File: src/design/dmts_pkg.sv
// Shared constants, types and the standard size list of the display mode table search.
// No dependencies; every other file of the block but dmts_ram imports this package.
package dmts_pkg;

   // Table geometry.
   localparam int TABLE_DEPTH = 16;
   localparam int IDX_W       = $clog2(TABLE_DEPTH);
   localparam int CNT_W       = $clog2(TABLE_DEPTH + 1);

   // Field widths.
   localparam int ID_W    = 16;
   localparam int SIZE_W  = 13;
   localparam int FUNC_W  = 3;
   localparam int COST_W  = SIZE_W + 1;
   localparam int OIDX_W  = 4;
   localparam int OCNT_W  = 5;

   // Configuration port.
   localparam int CSR_IDX_W  = 3;
   localparam int CSR_DATA_W = 16;

   localparam logic [CSR_IDX_W-1:0] CSR_USER_WIDTH  = 3'd0;
   localparam logic [CSR_IDX_W-1:0] CSR_USER_HEIGHT = 3'd1;
   localparam logic [CSR_IDX_W-1:0] CSR_PRIMARY_ID  = 3'd2;
   localparam logic [CSR_IDX_W-1:0] CSR_ALTERNATE_ID = 3'd3;
   localparam logic [CSR_IDX_W-1:0] CSR_MAX_WIDTH   = 3'd4;
   localparam logic [CSR_IDX_W-1:0] CSR_MAX_HEIGHT  = 3'd5;
   localparam logic [CSR_IDX_W-1:0] CSR_ACTIVE_ID   = 3'd6;

   // Request function codes.
   localparam logic [FUNC_W-1:0] FUNC_REBUILD = 3'd0;
   localparam logic [FUNC_W-1:0] FUNC_FIND    = 3'd1;
   localparam logic [FUNC_W-1:0] FUNC_NEAREST = 3'd2;
   localparam logic [FUNC_W-1:0] FUNC_EXACT   = 3'd3;
   localparam logic [FUNC_W-1:0] FUNC_SET     = 3'd4;

   // Standard size list.
   localparam int STD_COUNT = 13;
   localparam int STD_IDX_W = $clog2(STD_COUNT);

   // One table entry as stored in the mode memory.
   typedef struct packed {
      logic [ID_W-1:0]   id;
      logic [SIZE_W-1:0] width;
      logic [SIZE_W-1:0] height;
   } entry_type;

   function automatic logic [SIZE_W-1:0] std_width(input logic [STD_IDX_W-1:0] idx);
      logic [SIZE_W-1:0] w;
      unique case (idx)
         4'd0:    w = 13'd512;
         4'd1:    w = 13'd640;
         4'd2:    w = 13'd800;
         4'd3:    w = 13'd832;
         4'd4:    w = 13'd1024;
         4'd5:    w = 13'd1152;
         4'd6:    w = 13'd1280;
         4'd7:    w = 13'd1280;
         4'd8:    w = 13'd1440;
         4'd9:    w = 13'd1600;
         4'd10:   w = 13'd1680;
         4'd11:   w = 13'd1920;
         4'd12:   w = 13'd1920;
         default: w = '0;
      endcase
      return w;
   endfunction

   function automatic logic [SIZE_W-1:0] std_height(input logic [STD_IDX_W-1:0] idx);
      logic [SIZE_W-1:0] h;
      unique case (idx)
         4'd0:    h = 13'd384;
         4'd1:    h = 13'd480;
         4'd2:    h = 13'd600;
         4'd3:    h = 13'd624;
         4'd4:    h = 13'd768;
         4'd5:    h = 13'd870;
         4'd6:    h = 13'd800;
         4'd7:    h = 13'd1024;
         4'd8:    h = 13'd900;
         4'd9:    h = 13'd1000;
         4'd10:   h = 13'd1050;
         4'd11:   h = 13'd1080;
         4'd12:   h = 13'd1200;
         default: h = '0;
      endcase
      return h;
   endfunction

endpackage

File: src/design/dmts_req_if.sv
// Request channel of the display mode table search: valid, ready and the request fields.
// Depends on dmts_pkg for the field widths.
interface dmts_req_if;
   import dmts_pkg::*;

   logic              valid;
   logic              ready;
   logic [FUNC_W-1:0] func;
   logic [ID_W-1:0]   mode_id;
   logic [SIZE_W-1:0] req_width;
   logic [SIZE_W-1:0] req_height;

   modport source (output valid, output func, output mode_id, output req_width,
                   output req_height, input ready);
   modport sink   (input valid, input func, input mode_id, input req_width,
                   input req_height, output ready);
endinterface

File: src/design/dmts_rsp_if.sv
// Response channel of the display mode table search: valid, ready and the result fields.
// Depends on dmts_pkg for the field widths.
interface dmts_rsp_if;
   import dmts_pkg::*;

   logic              valid;
   logic              ready;
   logic              found;
   logic [OIDX_W-1:0] entry_index;
   logic [ID_W-1:0]   result_id;
   logic [SIZE_W-1:0] entry_width;
   logic [SIZE_W-1:0] entry_height;
   logic [OCNT_W-1:0] entry_count;
   logic [ID_W-1:0]   next_dynamic_id;

   modport source (output valid, output found, output entry_index, output result_id,
                   output entry_width, output entry_height, output entry_count,
                   output next_dynamic_id, input ready);
   modport sink   (input valid, input found, input entry_index, input result_id,
                   input entry_width, input entry_height, input entry_count,
                   input next_dynamic_id, output ready);
endinterface

File: src/design/dmts_ram.sv
// Generic single-port-write, single-port-read RAM with a registered read.
// No dependencies.
module dmts_ram #(
   parameter int WIDTH = 8,
   parameter int DEPTH = 16
) (
   input  logic                     clock,
   input  logic                     wr_en,
   input  logic [$clog2(DEPTH)-1:0] wr_addr,
   input  logic [WIDTH-1:0]         wr_data,
   input  logic                     rd_en,
   input  logic [$clog2(DEPTH)-1:0] rd_addr,
   output logic [WIDTH-1:0]         rd_data
);

   logic [WIDTH-1:0] mem_ff [DEPTH];
   logic [WIDTH-1:0] rd_data_ff;

   // Write and registered read.
   always_ff @(posedge clock) begin
      if (wr_en) begin
         mem_ff[wr_addr] <= wr_data;
      end
      if (rd_en) begin
         rd_data_ff <= mem_ff[rd_addr];
      end
   end

   assign rd_data = rd_data_ff;

endmodule

File: src/design/display_mode_table_search.sv
// Display mode table search: a table of display modes kept in one synchronous memory.
// Depends on dmts_pkg, dmts_req_if, dmts_rsp_if and dmts_ram.
//
// Usage:
//   A request on req_port carries func, mode_id, req_width and req_height. Rebuild fills
//   the table with two dynamic entries at the user size and the standard sizes that fit.
//   Find, nearest, exact and set scan the valid entries one per cycle through the mode
//   memory's single read port; a set that hits then writes the new size back.
//   Each request yields exactly one response on rsp_port.
//   Rebuild writes the two dynamic entries, then steps through the thirteen standard sizes.
//   Throughput: one request at a time; the next request is taken once the current one has
//   reached the response register, so a response can wait while the next request runs.
//   If the receiver stalls and a finished result finds the response register still full,
//   the block holds that result and takes no new request until the register frees up.
//   Reset empties the table by clearing the entry count; the memory itself is not cleared,
//   since entries past the count are never read. Configuration registers take their boot
//   values. The csr port writes one register per cycle and must be used while idle.
module display_mode_table_search (
   input  logic                          clock,
   input  logic                          reset,
   dmts_req_if.sink                      req_port,
   dmts_rsp_if.source                    rsp_port,
   input  logic                          csr_we,
   input  logic [dmts_pkg::CSR_IDX_W-1:0]  csr_index,
   input  logic [dmts_pkg::CSR_DATA_W-1:0] csr_wdata
);
   import dmts_pkg::*;

   localparam logic [2:0] ST_IDLE    = 3'd0;
   localparam logic [2:0] ST_REB_DYN = 3'd1;
   localparam logic [2:0] ST_REB_STD = 3'd2;
   localparam logic [2:0] ST_SCAN    = 3'd3;
   localparam logic [2:0] ST_WRITE   = 3'd4;
   localparam logic [2:0] ST_DONE    = 3'd5;

   localparam logic [CNT_W-1:0] DEPTH_CNT = CNT_W'(TABLE_DEPTH);

   // Configuration registers.
   logic [SIZE_W-1:0] user_width_ff, user_height_ff, max_width_ff, max_height_ff;
   logic [ID_W-1:0]   primary_id_ff, alternate_id_ff, active_id_ff;

   // Control state.
   logic [2:0]       state_ff, state_in;
   logic [CNT_W-1:0] valid_count_ff, valid_count_in;
   logic [CNT_W-1:0] ptr_ff, ptr_in;
   logic             pend_ff, pend_in;
   logic             rsp_valid_ff, rsp_valid_in;

   // Working payload.
   logic [IDX_W-1:0]     pend_idx_ff, pend_idx_in;
   logic [STD_IDX_W-1:0] std_idx_ff, std_idx_in;
   logic [ID_W-1:0]      next_id_ff, next_id_in;
   logic [FUNC_W-1:0]    op_func_ff, op_func_in;
   logic [ID_W-1:0]      op_id_ff, op_id_in;
   logic [SIZE_W-1:0]    op_w_ff, op_w_in, op_h_ff, op_h_in;
   logic                 found_ff, found_in, any_ff, any_in;
   logic [IDX_W-1:0]     idx_ff, idx_in;
   logic [ID_W-1:0]      rid_ff, rid_in;
   logic [SIZE_W-1:0]    ew_ff, ew_in, eh_ff, eh_in;
   logic [COST_W-1:0]    best_ff, best_in;

   // Response register.
   logic              o_found_ff, o_found_in;
   logic [OIDX_W-1:0] o_idx_ff, o_idx_in;
   logic [ID_W-1:0]   o_rid_ff, o_rid_in;
   logic [SIZE_W-1:0] o_w_ff, o_w_in, o_h_ff, o_h_in;
   logic [OCNT_W-1:0] o_cnt_ff, o_cnt_in;
   logic [ID_W-1:0]   o_next_ff, o_next_in;

   // Memory port signals.
   logic             wr_en, rd_en;
   logic [IDX_W-1:0] wr_addr, rd_addr;
   entry_type        wr_data, rd_data;

   // Per-cycle helpers.
   logic [SIZE_W-1:0] std_w, std_h, dw, dh;
   logic              std_skip;
   logic [COST_W-1:0] cost;
   logic              req_fire;

   dmts_ram #(
      .WIDTH ($bits(entry_type)),
      .DEPTH (TABLE_DEPTH)
   ) u_mode_ram (
      .clock   (clock),
      .wr_en   (wr_en),
      .wr_addr (wr_addr),
      .wr_data (wr_data),
      .rd_en   (rd_en),
      .rd_addr (rd_addr),
      .rd_data (rd_data)
   );

   assign req_port.ready = (state_ff == ST_IDLE);
   assign req_fire       = req_port.valid && req_port.ready;

   // Standard size candidate and the distance of the returned entry.
   always_comb begin
      std_w    = std_width(std_idx_ff);
      std_h    = std_height(std_idx_ff);
      std_skip = (std_w > max_width_ff) || (std_h > max_height_ff) ||
                 ((std_w == user_width_ff) && (std_h == user_height_ff));
      dw       = (rd_data.width > op_w_ff) ? rd_data.width - op_w_ff
                                          : op_w_ff - rd_data.width;
      dh       = (rd_data.height > op_h_ff) ? rd_data.height - op_h_ff
                                           : op_h_ff - rd_data.height;
      cost     = COST_W'(dw) + COST_W'(dh);
   end

   // Sequencer.
   always_comb begin
      state_in       = state_ff;
      valid_count_in = valid_count_ff;
      ptr_in         = ptr_ff;
      pend_in        = 1'b0;
      pend_idx_in    = pend_idx_ff;
      std_idx_in     = std_idx_ff;
      next_id_in     = next_id_ff;
      op_func_in     = op_func_ff;
      op_id_in       = op_id_ff;
      op_w_in        = op_w_ff;
      op_h_in        = op_h_ff;
      found_in       = found_ff;
      any_in         = any_ff;
      idx_in         = idx_ff;
      rid_in         = rid_ff;
      ew_in          = ew_ff;
      eh_in          = eh_ff;
      best_in        = best_ff;
      rsp_valid_in   = rsp_valid_ff && !rsp_port.ready;
      o_found_in     = o_found_ff;
      o_idx_in       = o_idx_ff;
      o_rid_in       = o_rid_ff;
      o_w_in         = o_w_ff;
      o_h_in         = o_h_ff;
      o_cnt_in       = o_cnt_ff;
      o_next_in      = o_next_ff;
      wr_en          = 1'b0;
      wr_addr        = ptr_ff[IDX_W-1:0];
      wr_data        = '{id: next_id_ff, width: std_w, height: std_h};
      rd_en          = 1'b0;
      rd_addr        = ptr_ff[IDX_W-1:0];

      unique case (state_ff)
         ST_IDLE: begin
            if (req_fire) begin
               op_func_in = req_port.func;
               op_id_in   = req_port.mode_id;
               op_w_in    = req_port.req_width;
               op_h_in    = req_port.req_height;
               found_in   = 1'b0;
               any_in     = 1'b0;
               idx_in     = '0;
               rid_in     = '0;
               ew_in      = '0;
               eh_in      = '0;
               best_in    = '0;
               ptr_in     = '0;
               std_idx_in = '0;
               next_id_in = alternate_id_ff + 1'b1;
               priority if (req_port.func == FUNC_REBUILD) begin
                  state_in = ST_REB_DYN;
               end else if ((req_port.func == FUNC_FIND) || (req_port.func == FUNC_SET) ||
                            (req_port.func == FUNC_NEAREST) ||
                            (req_port.func == FUNC_EXACT)) begin
                  state_in = ST_SCAN;
               end else begin
                  state_in = ST_DONE;
               end
            end
         end

         // The two dynamic entries at the user size.
         ST_REB_DYN: begin
            wr_en   = 1'b1;
            wr_data = '{id: (ptr_ff == '0) ? primary_id_ff : alternate_id_ff,
                        width: user_width_ff, height: user_height_ff};
            ptr_in  = ptr_ff + 1'b1;
            if (ptr_ff != '0) begin
               state_in = ST_REB_STD;
            end
         end

         // One standard size per cycle; sizes that do not fit or equal the user size are passed over.
         ST_REB_STD: begin
            if (!std_skip && (ptr_ff < DEPTH_CNT)) begin
               wr_en      = 1'b1;
               ptr_in     = ptr_ff + 1'b1;
               next_id_in = next_id_ff + 1'b1;
            end
            std_idx_in = std_idx_ff + 1'b1;
            if (std_idx_ff == STD_IDX_W'(STD_COUNT - 1)) begin
               valid_count_in = ptr_in;
               state_in       = ST_DONE;
            end
         end

         // Read one entry per cycle and weigh the one returned by the memory.
         ST_SCAN: begin
            if (ptr_ff < valid_count_ff) begin
               rd_en       = 1'b1;
               ptr_in      = ptr_ff + 1'b1;
               pend_in     = 1'b1;
               pend_idx_in = ptr_ff[IDX_W-1:0];
            end
            if (pend_ff) begin
               priority case (op_func_ff)
                  FUNC_FIND, FUNC_SET: begin
                     if (!found_ff && (rd_data.id == op_id_ff)) begin
                        found_in = 1'b1;
                        idx_in   = pend_idx_ff;
                        rid_in   = rd_data.id;
                        ew_in    = (op_func_ff == FUNC_SET) ? op_w_ff : rd_data.width;
                        eh_in    = (op_func_ff == FUNC_SET) ? op_h_ff : rd_data.height;
                     end
                  end
                  FUNC_NEAREST: begin
                     if (!any_ff || (cost < best_ff)) begin
                        any_in  = 1'b1;
                        best_in = cost;
                        idx_in  = pend_idx_ff;
                        rid_in  = rd_data.id;
                        ew_in   = rd_data.width;
                        eh_in   = rd_data.height;
                     end
                  end
                  FUNC_EXACT: begin
                     if (!found_ff && (rd_data.id != primary_id_ff) &&
                         (rd_data.id != alternate_id_ff) &&
                         (rd_data.width == op_w_ff) && (rd_data.height == op_h_ff)) begin
                        found_in = 1'b1;
                        idx_in   = pend_idx_ff;
                        rid_in   = rd_data.id;
                        ew_in    = rd_data.width;
                        eh_in    = rd_data.height;
                     end
                  end
                  default: begin
                  end
               endcase
            end else if (ptr_ff >= valid_count_ff) begin
               state_in = ((op_func_ff == FUNC_SET) && found_ff) ? ST_WRITE : ST_DONE;
            end
         end

         // Write the new size of a located entry back; its id stays.
         ST_WRITE: begin
            wr_en    = 1'b1;
            wr_addr  = idx_ff;
            wr_data  = '{id: rid_ff, width: op_w_ff, height: op_h_ff};
            state_in = ST_DONE;
         end

         // Hand the result to the response register once it is free.
         ST_DONE: begin
            if (!rsp_valid_ff || rsp_port.ready) begin
               rsp_valid_in = 1'b1;
               o_found_in   = found_ff;
               o_idx_in     = OIDX_W'(idx_ff);
               o_rid_in     = rid_ff;
               o_w_in       = ew_ff;
               o_h_in       = eh_ff;
               o_cnt_in     = OCNT_W'(valid_count_ff);
               o_next_in    = (active_id_ff == primary_id_ff) ? alternate_id_ff
                                                              : primary_id_ff;
               state_in     = ST_IDLE;
            end
         end

         default: begin
            state_in = ST_IDLE;
         end
      endcase
   end

   // Control registers and configuration.
   always_ff @(posedge clock) begin
      if (reset) begin
         state_ff        <= ST_IDLE;
         valid_count_ff  <= '0;
         ptr_ff          <= '0;
         pend_ff         <= 1'b0;
         rsp_valid_ff    <= 1'b0;
         user_width_ff   <= 13'd1024;
         user_height_ff  <= 13'd768;
         primary_id_ff   <= 16'd128;
         alternate_id_ff <= 16'd129;
         max_width_ff    <= 13'd1920;
         max_height_ff   <= 13'd1200;
         active_id_ff    <= 16'd128;
      end else begin
         state_ff       <= state_in;
         valid_count_ff <= valid_count_in;
         ptr_ff         <= ptr_in;
         pend_ff        <= pend_in;
         rsp_valid_ff   <= rsp_valid_in;
         if (csr_we) begin
            unique case (csr_index)
               CSR_USER_WIDTH:   user_width_ff   <= csr_wdata[SIZE_W-1:0];
               CSR_USER_HEIGHT:  user_height_ff  <= csr_wdata[SIZE_W-1:0];
               CSR_PRIMARY_ID:   primary_id_ff   <= csr_wdata[ID_W-1:0];
               CSR_ALTERNATE_ID: alternate_id_ff <= csr_wdata[ID_W-1:0];
               CSR_MAX_WIDTH:    max_width_ff    <= csr_wdata[SIZE_W-1:0];
               CSR_MAX_HEIGHT:   max_height_ff   <= csr_wdata[SIZE_W-1:0];
               CSR_ACTIVE_ID:    active_id_ff    <= csr_wdata[ID_W-1:0];
               default: begin
               end
            endcase
         end
      end
   end

   // Payload registers.
   always_ff @(posedge clock) begin
      pend_idx_ff <= pend_idx_in;
      std_idx_ff  <= std_idx_in;
      next_id_ff  <= next_id_in;
      op_func_ff  <= op_func_in;
      op_id_ff    <= op_id_in;
      op_w_ff     <= op_w_in;
      op_h_ff     <= op_h_in;
      found_ff    <= found_in;
      any_ff      <= any_in;
      idx_ff      <= idx_in;
      rid_ff      <= rid_in;
      ew_ff       <= ew_in;
      eh_ff       <= eh_in;
      best_ff     <= best_in;
      o_found_ff  <= o_found_in;
      o_idx_ff    <= o_idx_in;
      o_rid_ff    <= o_rid_in;
      o_w_ff      <= o_w_in;
      o_h_ff      <= o_h_in;
      o_cnt_ff    <= o_cnt_in;
      o_next_ff   <= o_next_in;
   end

   assign rsp_port.valid           = rsp_valid_ff;
   assign rsp_port.found           = o_found_ff;
   assign rsp_port.entry_index     = o_idx_ff;
   assign rsp_port.result_id       = o_rid_ff;
   assign rsp_port.entry_width     = o_w_ff;
   assign rsp_port.entry_height    = o_h_ff;
   assign rsp_port.entry_count     = o_cnt_ff;
   assign rsp_port.next_dynamic_id = o_next_ff;

endmodule

File: src/flat_wrapper.sv
// flat-port wrapper written by rule: the top's interface ports become plain ports
module display_mode_table_search_flat import dmts_pkg::*;
  (clock, reset, csr_we, csr_index, csr_wdata, req_port_valid, req_port_func, req_port_mode_id, req_port_req_width, req_port_req_height, req_port_ready, rsp_port_valid, rsp_port_found, rsp_port_entry_index, rsp_port_result_id, rsp_port_entry_width, rsp_port_entry_height, rsp_port_entry_count, rsp_port_next_dynamic_id, rsp_port_ready);
  dmts_req_if req_port_i ();
  dmts_rsp_if rsp_port_i ();
  input  logic clock;
  input  logic reset;
  input  logic csr_we;
  input  logic [dmts_pkg::CSR_IDX_W-1:0] csr_index;
  input  logic [dmts_pkg::CSR_DATA_W-1:0] csr_wdata;
  input wire logic [$bits(req_port_i.valid)-1:0] req_port_valid;
  input wire logic [$bits(req_port_i.func)-1:0] req_port_func;
  input wire logic [$bits(req_port_i.mode_id)-1:0] req_port_mode_id;
  input wire logic [$bits(req_port_i.req_width)-1:0] req_port_req_width;
  input wire logic [$bits(req_port_i.req_height)-1:0] req_port_req_height;
  output wire logic [$bits(req_port_i.ready)-1:0] req_port_ready;
  output wire logic [$bits(rsp_port_i.valid)-1:0] rsp_port_valid;
  output wire logic [$bits(rsp_port_i.found)-1:0] rsp_port_found;
  output wire logic [$bits(rsp_port_i.entry_index)-1:0] rsp_port_entry_index;
  output wire logic [$bits(rsp_port_i.result_id)-1:0] rsp_port_result_id;
  output wire logic [$bits(rsp_port_i.entry_width)-1:0] rsp_port_entry_width;
  output wire logic [$bits(rsp_port_i.entry_height)-1:0] rsp_port_entry_height;
  output wire logic [$bits(rsp_port_i.entry_count)-1:0] rsp_port_entry_count;
  output wire logic [$bits(rsp_port_i.next_dynamic_id)-1:0] rsp_port_next_dynamic_id;
  input wire logic [$bits(rsp_port_i.ready)-1:0] rsp_port_ready;
  assign req_port_i.valid = req_port_valid;
  assign req_port_i.func = req_port_func;
  assign req_port_i.mode_id = req_port_mode_id;
  assign req_port_i.req_width = req_port_req_width;
  assign req_port_i.req_height = req_port_req_height;
  assign req_port_ready = req_port_i.ready;
  assign rsp_port_valid = rsp_port_i.valid;
  assign rsp_port_found = rsp_port_i.found;
  assign rsp_port_entry_index = rsp_port_i.entry_index;
  assign rsp_port_result_id = rsp_port_i.result_id;
  assign rsp_port_entry_width = rsp_port_i.entry_width;
  assign rsp_port_entry_height = rsp_port_i.entry_height;
  assign rsp_port_entry_count = rsp_port_i.entry_count;
  assign rsp_port_next_dynamic_id = rsp_port_i.next_dynamic_id;
  assign rsp_port_i.ready = rsp_port_ready;
  display_mode_table_search u_core (.clock(clock), .reset(reset), .req_port(req_port_i), .rsp_port(rsp_port_i), .csr_we(csr_we), .csr_index(csr_index), .csr_wdata(csr_wdata));
endmodule
File: config.mk
export PLATFORM = sky130hd
export DESIGN_NAME = display_mode_table_search_flat
export DESIGN_NICKNAME = d
export VERILOG_FILES = /design/src/design/dmts_pkg.sv /design/src/design/dmts_req_if.sv /design/src/design/dmts_rsp_if.sv /design/src/design/dmts_ram.sv /design/src/design/display_mode_table_search.sv /design/src/flat_wrapper.sv
export SDC_FILE = /design/constraint.sdc
export NUM_CORES = 1
export LEC_CHECK = 0
export BUFFER_PORTS_ARGS = -buffer_cell sky130_fd_sc_hd__buf_2
export CAP_MARGIN = 40
export CORE_MARGIN = 5
export CORE_UTILIZATION = 25
export CTS_BUF_LIST = sky130_fd_sc_hd__clkbuf_2 sky130_fd_sc_hd__clkbuf_4 sky130_fd_sc_hd__clkbuf_8
export DETAILED_ROUTE_END_ITERATION = 10
export PLACE_DENSITY_LB_ADDON = 0.05
export SYNTH_ARGS = -nofsm -noshare
export SYNTH_HDL_FRONTEND = slang
export SYNTH_SLANG_ARGS = --single-unit
File: constraint.sdc
create_clock -name clock -period 19.93 [get_ports clock]
set_input_delay 0.9965 -clock clock [delete_from_list [all_inputs] [get_ports clock]]
set_output_delay 0.9965 -clock clock [all_outputs]
set_load 0.005 [all_outputs]
==> impl_metrics.csv, run 1 <==
group,metric,value,unit
sta,slew_viol_final,0,
sta,worstMarginPinSlew,0.874,ns
power,p_per_area,141,mW/mm^2
sta,maxSlewHeadroom,41.8,%
die,die-area,0.189,sq mm
yosys,ys_seq_area_share,66.8,%
setup_path,rrSetupSlack,12.93,ns
setup_path,worstReg2RegEnd,"u_core.eh_ff[11]",
drt,drt_iter0_markers,1847,
yosys,synth_edf_count,913,
sta,period_share,35.1,%
sta,finalSetupViolCount,0,
clocking,cts-root-buf,"clkbuf_8",
placement,portBuffers,138,
sta,rsz0062_at_grt,"false",
sta,setup_tns,0,ns
clocking,cts_resized,0,
setup_path,cp-startpoint,"u_core.u_mode_ram.rd_data[14]",
yosys,syn-cell-area,0.0450,sq mm
sta,period_minus_slack,7.00,ns
finish,design_area,0.0532,sq mm
drt,dr_wl_met2,75.4,mm
placement,dp_hpwl,101,mm
drt,firstDrtPassIters,5,
clocking,path_clk_slew,0.06,ns
yosys,synth_cell_types,77,
yosys,synthCells,2939,
yosys,synth_async_sr_flop_share,0,%
yosys,ys.flop_type,"edfxtp_1",
clocking,clkSinkCount,1045,
finish,stdcell_count,5742,
global_route,grt_pass1_wl,217,mm
drt,drc_errors,0,
die,die_h,434,microns
placement,placed_area,0.0493,sq mm
setup_path,cp_slowest_stage_delay,0.46,ns
min_path,min_path_cells,1,
die,die_x,434,microns
sta,finClkSkew,0.0488,ns
setup_path,worstPathRequired,20.48,ns
min_path,hp-class,"in -> reg",
die,start_util,25.2,%
drt,wl_met3,5.31,mm
global_route,grt_overflow_total,0,
drt,wirelength,154,mm
yosys,syn_avg_cell_area,15.3,sq um
global_route,grt_max_degree,84,
sta,hold_viol_final,0,
die,std_cell_rows,155,
finish,post-route-util,29.8,%
finish,fill_cells,17900,
drt,routed_via_density,4.66,
placement,gp_congestion,0.822,
setup_path,worstPathArrival,7.55,ns
die,io_pins,139,
power,vdd_ir_drop_max,0.0674,mV
clocking,cts_buffers,193,
setup_path,cp_slowest_cell,"o31ai_1",
setup_path,reg2reg_from,"u_core.u_mode_ram.rd_data[14]",
min_path,hold_start,"req_port_mode_id[5]",
finish,drive_gt1_share,24.7,%
power,p_leak,18.2,nW
global_route,antenna_found_initial,9,
clocking,htreeDepth,4,
drt,maxUsedRoutingLayer,"met4",
status,status,"complete, no violations",
run,max_cap_viol_count,0,
clocking,holdBufCountCts,0,
clocking,clock_latency,0.92,ns
drt,ant_nets,0,
yosys,ys_ff_latch,1045,
global_route,grt_use_total,16.2,%
drt,vias,26800,
clocking,cts_buffer_depth,3,
clocking,post_cts_buffers,0,
drt,wl_per_cell,26.8,microns
drt,met1_length,69.7,mm
yosys,synth.yosys.warnings,0,
setup_path,r2r_cells,25,
placement,dp_cells,5387,
setup_path,cpMostUsedCell,"nor2b_1",
die,core-area,0.179,sq mm
setup_path,critPathLaunchType,"flip-flop",
setup_path,crit_type,"reg -> reg",
finish,syn_to_final_growth,18.2,%
clocking,cts_tree,"done",
finish,finalNetCount,3410,
yosys,synth_fp_nets,3121,
sta,fmaxAchievable,143,MHz
setup_path,crit_end,"u_core.eh_ff[11]",
global_route,grt_pass1_vias,28300,
setup_path,cp-end-kind,"flip-flop",
setup_path,cp_max_fo,26,
[placed cells by master, fill, tap and decap left out, types with 9 or more instances in the layout]
cell / netlist / routed
edfxtp_1: 913 / 913
a211o_1: 12 / 12
o211ai_1: 11 / 11
xor2_1: 54 / 54
clkbuf_4: 0 / 63
bufinv_16: 0 / 9
xnor2_1: 74 / 74
nor2b_1: 22 / 21
and2_1: 18 / 18
mux2_2: 18 / 18
nor4_2: 3 / 18
clkinv_2: 0 / 23
a211oi_1: 21 / 19
buf_2: 28 / 140
nand3b_1: 17 / 17
nand2_1: 353 / 353
a21oi_1: 187 / 187
clkbuf_8: 0 / 199
inv_1: 126 / 126
nand4_1: 30 / 30
and3_1: 34 / 33
a22oi_1: 35 / 35
buf_16: 0 / 10
clkinv_1: 0 / 38
nand2b_1: 18 / 18
a31oi_1: 11 / 11
nand3_1: 36 / 36
a22o_1: 9 / 9
mux2i_1: 40 / 40
mux4_2: 210 / 210
ha_1: 108 / 108
o21ai_0: 43 / 31
buf_4: 3 / 81
dfxtp_1: 132 / 129
nor3_1: 40 / 37
nor4_1: 31 / 15
nor2_1: 60 / 59
o21ai_1: 3 / 15
a21o_1: 24 / 24
[through the flow]
| stage | hold WS, ns | setup WS [ns] | total power [mW] |
|---|---|---|---|
| detailed placement | 0.410 | 12.98 | 5.47 |
| CTS | 0.105 | 12.92 | 7.66 |
| finish | 0.256 | 12.93 | 7.52 |
| global placement | 0.411 | 12.95 | 5.42 |
| global route | 0.145 | 12.38 | 7.93 |
| floorplan | 0.400 | 11.43 | 4.48 |
[where the power goes]
part	internal, mW	switching [mW]	leakage (nW)	total (mW)
registers	2.96	0.162	9.49	3.12
logic	0.795	1.48	6.62	2.27
clock network	1.17	0.954	2.08	2.12
[flip-flops by register name, indices dropped and copies added, names as in the netlist, 13 cells and up]
register	count
u_core.u_mode_ram.mem_ff	672
u_core.u_mode_ram.rd_data	42
u_core.active_id_ff	16
u_core.alternate_id_ff	16
u_core.next_id_ff	16
u_core.op_id_ff	16
u_core.primary_id_ff	16
u_core.rid_ff	16
u_core.rsp_port.next_dynamic_id	16
u_core.rsp_port.result_id	16
u_core.best_ff	14
u_core.eh_ff	13
u_core.ew_ff	13
u_core.max_height_ff	13
u_core.max_width_ff	13
u_core.op_h_ff	13
u_core.op_w_ff	13
u_core.rsp_port.entry_height	13
u_core.rsp_port.entry_width	13
u_core.user_height_ff	13
u_core.user_width_ff	13
[cell families (layout without fill, tap and decap cells)]
| family | after synthesis | in the layout | share of synthesized area, % |
|---|---|---|---|
| flip-flops | 1045 | 1045 | 66.8 |
| multiplexers | 268 | 268 | 11.8 |
| other | 0 | 4 | 0 |
| adder cells (fa/ha/maj) | 113 | 113 | 3.22 |
| XOR/XNOR | 128 | 128 | 2.49 |
| AO/OA/AOI/OAI | 416 | 416 | 5.88 |
| buffers and inverters | 276 | 720 | 2.44 |
| AND/OR/NAND/NOR | 693 | 693 | 7.33 |
[worst min-delay path by stage]
stage | to | slack, ns
detailed placement | u_core.rsp_port.entry_width[8] | 0.41
finish | u_core.op_id_ff[5] | 0.26
global placement | u_core.rsp_port.entry_width[5] | 0.41
CTS | u_core.op_id_ff[13] | 0.10
floorplan | u_core.rsp_port.entry_height[0] | 0.40
global route | u_core.op_id_ff[6] | 0.15
[cells in the mapped netlist (all sizes together) (35+ instances only)]
| cell type | instances | share of area (%) |
|---|---|---|
| edfxtp | 913 | 61 |
| nand2 | 353 | 2.9 |
| mux4 | 210 | 11 |
| a21oi | 189 | 2.1 |
| dfxtp | 132 | 5.9 |
| inv | 130 | 1.1 |
| ha | 108 | 3.0 |
| clkbuf | 105 | 0.88 |
| xnor2 | 74 | 1.4 |
| nor2 | 60 | 0.50 |
| xor2 | 54 | 1.1 |
| o21ai | 46 | 0.51 |
| buf | 41 | 0.48 |
| nor3 | 41 | 0.47 |
| mux2i | 40 | 0.89 |
| nand3 | 36 | 0.40 |
| a22oi | 35 | 0.58 |
[metal layers]
metal / vias up / GRT usage, %
li1: 11900 / -
met1: 14100 / 21.6
met2: 560 / 27.5
met3: 200 / 2.43
met4: 0 / 4.58
met5: - / 0
[cell type report]
type	count	area, sq um	area share [%]
flip-flops and latches	1045	30100	56.5
repair buffers	240	1740	3.26
clock buffers	262	3210	6.04
diodes	4	10.0	0.0188
well taps	2355	2950	5.54
clock inverters	88	737	1.38
multi-input cells	1618	14000	26.3
inverters	130	489	0.919
[worst max-delay path, delay by kind of cell, from the launching register on]
family	cells	cell delay, ns
DFF	1	0.43
muxes	1	0.22
AOI/OAI and AO/OA	10	2.51
adders and majority gates	3	1.08
and+or+nand+nor	9	1.83
buffers and inverters	2	0.52
Power figures use the tool's default switching activity.
==> run 2, diff against run 1 <==
Settings changed: ABC_AREA from default to 1.
Clock period 19.93 ns to 6 ns, I/O delays scaled along.
==> run 2 against run 1 <==
Effect of this change: critical path depth up 3; synthesized area is 0.93% higher; sequential cell count unchanged; combinational power rose to 4.9 times the previous value; count of clock-buffer cells in the layout fell by 2; routed wire length grew 8.0%; maximum frequency increased by 25%; utilization up 0.25 points; via count increased by 19%; die area increased by 0.91%.
==> impl_metrics.csv, run 2 <==
group,metric,value,unit
status,status,"complete, no violations",
finish,final_cell_mix,"913 x edfxtp_1, 543 x nor2_1, 539 x nand2_1",
yosys,synth_cell_types,52,
sta,fmaxAchievable,178,MHz
min_path,hp-class,"in -> reg",
drt,drc_errors,0,
sta,setup_tns,0,ns
power,pwr-share-seq,37.7,%
yosys,synth_fp_nets,4291,
die,die_h,436,microns
sta,period_minus_slack,5.61,ns
global_route,grt_use_total,17.1,%
power,vdd_ir_drop_max,0.314,mV
clocking,cts_tree,"done",
drt,wl_per_cell,23.9,microns
drt,vias,31900,
yosys,synthCells,4109,
clocking,clock_latency,0.91,ns
setup_path,crit_type,"reg -> reg",
global_route,grt_pass1_vias,32100,
global_route,grt_max_degree,165,
yosys,synth_area_leaders,"edfxtp_1 60%, o21ai_0 5.9%, dfxtp_1 5.8%, nor2_1 4.7%, nand2_1 4.5%",
yosys,yosys-top-cells-count,"913 x edfxtp_1, 563 x nor2_1, 540 x nand2_1",
sta,hold_viol_final,0,
yosys,synth_top_area_share,60.3,%
setup_path,r2r_cells,28,
power,combinationalPowerShare,39.1,%
setup_path,critPathLaunchType,"flip-flop",
die,die_x,436,microns
setup_path,cp_max_fo,18,
clocking,path_clk_slew,0.07,ns
setup_path,cp-end-kind,"flip-flop",
setup_path,rrSetupSlack,0.39,ns
setup_path,worstReg2RegEnd,"u_core.ew_ff[4]",
finish,fill_cells,18700,
die,std_cell_rows,156,
clocking,cts_buffer_depth,3,
die,die-area,0.190,sq mm
finish,largest_register_ffs,672,
yosys,syn_avg_cell_area,11.1,sq um
setup_path,worstPathArrival,6.20,ns
setup_path,cp_slowest_stage_delay,0.42,ns
global_route,grt_overflow_total,0,
power,cellInternalPower,16.5,mW
setup_path,reg2reg_from,"u_core.u_mode_ram.rd_data[14]",
drt,firstDrtPassIters,6,
die,io_pins,139,
sta,maxSlewHeadroom,40.9,%
placement,gp_congestion,0.821,
drt,wirelength,166,mm
setup_path,crit_end,"u_core.ew_ff[4]",
yosys,synth_edf_count,913,
clocking,cts-root-buf,"clkbuf_8",
clocking,cts_buffers,188,
yosys,ys.flop_type,"edfxtp_1",
finish,regMostFlops,"u_core.u_mode_ram.mem_ff",
sta,finalSetupViolCount,0,
placement,portBuffers,138,
setup_path,cp-startpoint,"u_core.u_mode_ram.rd_data[14]",
yosys,ys_seq_area_share,66.2,%
clocking,clkSinkCount,1045,
power,power.switching,11.7,mW
power,p_leak,20.0,nW
run,max_cap_viol_count,0,
sta,slew_viol_final,0,
yosys,synth_async_sr_flop_share,0,%
yosys,ys_ff_latch,1045,
finish,drive_gt1_share,13.9,%
power,clock_power_share,23.2,%
sta,worst_hold_slack,0.129,ns
die,core-area,0.181,sq mm
setup_path,worstPathRequired,6.59,ns
power,p_per_area,521,mW/mm^2
finish,syn_to_final_growth,19.4,%
global_route,grt_pass1_wl,238,mm
sta,rsz0062_at_grt,"false",
drt,routed_via_density,4.59,
drt,drt_iter0_markers,2116,
global_route,antenna_found_initial,12,
yosys,syn-cell-area,0.0454,sq mm
clocking,htreeDepth,4,
yosys,synth.largest_area_cell,"edfxtp_1",
drt,ant_nets,0,
finish,final_common_cell,"edfxtp_1",
sta,worstMarginPinSlew,0.885,ns
power,switching_share,41.6,%
sta,finClkSkew,0.0375,ns
sta,period_share,93.5,%
placement,dp_hpwl,105,mm
yosys,synth_most_common_cell,"edfxtp_1",
finish,finalNetCount,4625,
die,start_util,25.1,%
setup_path,cp_slowest_cell,"edfxtp_1",
yosys,synth.yosys.warnings,0,
## run 2: cell count changes after synthesis, moves of 32 or more
cell | before | now
xnor2_1 | 74 | 41
clkbuf_1 | 103 | 159
o21ai_0 | 43 | 535
mux2i_1 | 40 | 0
o211ai_1 | 11 | 43
nand2_1 | 353 | 540
and3_1 | 34 | 0
inv_1 | 126 | 327
a22oi_1 | 35 | 3
nand3_1 | 36 | 136
o221ai_1 | 2 | 82
nor2_1 | 60 | 563
mux4_2 | 210 | 0
o22ai_1 | 6 | 107
## run 2: timing repair
action	in CTS	in global routing
setup buffers	0	1
endpoints found under the setup margin	0	44
hold endpoints to repair	154	0
hold buffers	89	0
resized for setup	0	2
## run 2: worst min-delay path by stage
stage / cells past startpoint / to / startpoint
floorplan: 1 / u_core.rsp_port.valid / reset
global placement: 0 / u_core.rsp_port.entry_height[0] / u_core.eh_ff[0]
detailed placement: 0 / u_core.rsp_port.entry_height[3] / u_core.eh_ff[3]
CTS: 2 / u_core.op_w_ff[6] / req_port_req_width[6]
global route: 2 / u_core.op_id_ff[4] / req_port_mode_id[4]
finish: 4 / u_core.rsp_port.result_id[14] / rsp_port_ready
## run 2: cell families (layout without fill, tap and decap cells)
group | after synthesis | after routing | synth area share [%]
compound gates | 988 | 988 | 12.4
xor+xnor | 97 | 97 | 1.87
fa+ha+maj | 113 | 113 | 3.19
buf+inv | 542 | 1019 | 4.57
flops | 1045 | 1045 | 66.2
other cells | 0 | 3 | 0
simple gates | 1324 | 1324 | 11.8
## run 2: final cells by class
| class | instances | area [sq um] | area share (%) |
|---|---|---|---|
| multi-input cells | 2522 | 13500 | 24.9 |
| inverters | 345 | 1310 | 2.42 |
| flip-flops and latches | 1045 | 30100 | 55.4 |
| clock inverters | 73 | 390 | 0.720 |
| diodes | 3 | 7.51 | 0.0138 |
| clock buffers | 260 | 3170 | 5.85 |
| well taps | 2370 | 2970 | 5.47 |
| repair buffers | 341 | 2800 | 5.16 |
## run 2: metrics by stage
stage / total power, mW / cells / area [sq um] / util (%) / setup slack [ns]
5_1_grt: 30.2 / 6957 / 54200 / 30.0 / 0.0189
6_report: 28.3 / 6959 / 54200 / 30.0 / 0.390
3_3_place_gp: 21.9 / 6504 / 49300 / 27.3 / 0.364
3_5_place_dp: 22.0 / 6533 / 49800 / 27.5 / 0.361
2_1_floorplan: 16.8 / 4109 / 45400 / - / 0.504
4_1_cts: 28.8 / 6955 / 54200 / 30.0 / 0.343
## run 2: power by group through the flow
stage	Combinational, mW	Clock (mW)	Sequential, mW
4_1_cts	11.3	6.85	10.7
6_report	11.1	6.55	10.7
5_1_grt	12.3	7.17	10.7
2_1_floorplan	6.26	0	10.6
3_3_place_gp	11.1	0	10.9
3_5_place_dp	11.2	0	10.8
## run 2: worst max-delay path, delay by kind of cell (launching register included)
family                   cells  cell delay, ns
AO/OA/AOI/OAI                8            1.71
XOR/XNOR                     1            0.23
adder cells (fa/ha/maj)      3            0.96
buffers and inverters        5            0.64
flip-flops                   1            0.42
AND/OR/NAND/NOR             11            1.32
## run 2: metal layers
metal	wire (microns)	GRT usage [%]
met3	6150	2.55
met5	0	0
met2	78200	28.1
met1	78700	23.6
met4	3290	4.22
==> run 3, diff against run 2 <==
Settings changed: ABC_AREA 1 to default.
==> run 3 against run 2 <==
Effect of this change: cell count down 16%; global-route usage down 0.97 points; sequential power down 4%; clock power up 4.4%; critical endpoint is now u_core.ew_ff[1]; highest routed layer is now met5.
==> impl_metrics.csv, run 3 (synthesis results as in run 1) <==
group,metric,value,unit
clocking,clock_latency,0.91,ns
sta,fmaxAchievable,175,MHz
global_route,grt_max_degree,96,
placement,dp_hpwl,96.4,mm
status,status,"complete, no violations",
placement,place_ws,0.0320,ns
setup_path,worstPathRequired,6.59,ns
drt,routed_via_density,4.68,
placement,gp_congestion,0.846,
sta,setup_ws,0.282,ns
die,die-area,0.189,sq mm
setup_path,worstPathArrival,6.30,ns
sta,maxSlewHeadroom,37.4,%
die,core-area,0.179,sq mm
run,max_cap_viol_count,0,
power,p_per_area,461,mW/mm^2
sta,finalSetupViolCount,0,
sta,worstMarginPinSlew,0.939,ns
global_route,antenna_found_initial,16,
setup_path,cp-end-kind,"flip-flop",
finish,largest_register_ffs,672,
power,vdd_ir_drop_max,0.391,mV
drt,drc_errors,0,
drt,wirelength,154,mm
global_route,grt_pass1_wl,215,mm
sta,slew_viol_final,0,
clocking,cts-root-buf,"clkbuf_8",
global_route,grt_pass1_vias,28800,
setup_path,cp_max_fo,13,
drt,dr_wl_met2,74.4,mm
drt,met1_length,69.5,mm
die,std_cell_rows,155,
drt,maxUsedRoutingLayer,"met5",
clocking,cts_buffers,188,
drt,drt_iter0_markers,1928,
drt,wl_per_cell,26.2,microns
power,p_leak,18.7,nW
die,start_util,25.2,%
setup_path,critPathLaunchType,"flip-flop",
clocking,cts_tree,"done",
global_route,grt_use_total,16.1,%
clocking,htreeDepth,4,
finish,finalNetCount,3524,
die,die_x,434,microns
finish,syn_to_final_growth,21.2,%
die,die_h,434,microns
global_route,grt_overflow_total,0,
die,io_pins,139,
sta,period_share,95.3,%
finish,regMostFlops,"u_core.u_mode_ram.mem_ff",
finish,final_common_cell,"edfxtp_1",
clocking,cts_buffer_depth,3,
setup_path,crit_type,"reg -> reg",
drt,firstDrtPassIters,5,
sta,period_minus_slack,5.72,ns
finish,final_cell_mix,"913 x edfxtp_1, 351 x nand2_1, 210 x mux4_2",
sta,finClkSkew,0.0414,ns
sta,hold_viol_final,0,
clocking,clkSinkCount,1045,
finish,drive_gt1_share,25.2,%
placement,portBuffers,138,
clocking,path_clk_slew,0.06,ns
drt,wl_met3,5.50,mm
drt,vias,27400,
drt,ant_nets,0,
placement,placed_area,0.0497,sq mm
min_path,hp-class,"in -> reg",
finish,design_area,0.0545,sq mm
## run 3: power breakdown
group	internal [mW]	total (mW)	switching, mW
registers	9.82	10.3	0.476
logic	2.92	8.00	5.09
clock network	3.71	6.84	3.13
total	16.4	25.1	8.69
## run 3: timing repair
item | 4_1_cts | 5_1_grt
endpoints found under the hold margin | 158 | 1
hold buffers | 91 | 1
pin swaps | 0 | 3
resized for setup | 1 | 9
gates cloned | 0 | 1
setup buffers | 0 | 2
endpoints found under the setup margin | 21 | 46
## run 3: critical path: stages, from the launching register on
cell and delay, ns:
edfxtp_1 0.48, inv_2 0.13, ha_4 0.22, nor2b_4 0.14
o31ai_4 0.37, a221oi_4 0.12, a211o_1 0.35, nand3_2 0.15
nand2_4 0.12, mux2i_1 0.16, fa_1 0.44, nor2b_1 0.13
o21a_1 0.18, o21ai_2 0.10, a211oi_2 0.34, nor3_1 0.11
xnor2_1 0.32, ha_1 0.32, nand4_1 0.10, nor2_1 0.06
a21oi_1 0.12, o31ai_1 0.10, o2111a_1 0.29, a211oi_4 0.20
buf_12 0.17, clkbuf_16 0.19
## run 3: path summary, 6_finish.rpt
kind / end / cells after the start / from / slack (ns)
max reg2reg: u_core.ew_ff[1] / 25 / u_core.u_mode_ram.rd_data[14] / 0.28
min reg2reg: u_core.rsp_port.entry_width[1] / 0 / u_core.ew_ff[1] / 0.42
max: u_core.ew_ff[1] / 25 / u_core.u_mode_ram.rd_data[14] / 0.28
min: u_core.op_h_ff[0] / 2 / req_port_req_height[0] / 0.14
## run 3: stage by stage
| step | instances | hold slack, ns | utilization [%] | TNS, ns | power (mW) |
|---|---|---|---|---|---|
| floorplan | 2939 | 0.399 | - | -392.02 | 15.0 |
| global placement | 5390 | 0.409 | 27.6 | 0 | 18.3 |
| detailed placement | 5412 | 0.410 | 27.8 | 0 | 18.5 |
| CTS | 5848 | 0.00389 | 30.4 | 0 | 25.6 |
| global route | 5853 | 0.0448 | 30.5 | -1.03 | 26.5 |
| finish | 5858 | 0.139 | 30.5 | 0 | 25.1 |
## run 3: layout make-up
class	instances	area [sq um]
Timing Repair Buffer	359	2980
Fill cell	17700	124000
Inverter	130	489
Clock buffer	258	3180
Antenna cell	6	15.0
Clock inverter	87	624
Multi-Input combinational cell	1618	14200
Sequential cell	1045	30100
Tap cell	2355	2950
## run 3: per-layer routing
metal	global-route usage (%)	vias to the layer above
li1	-	12100
met1	21.6	14400
met2	26.9	649
met3	2.46	249
met4	4.99	2
met5	0	-
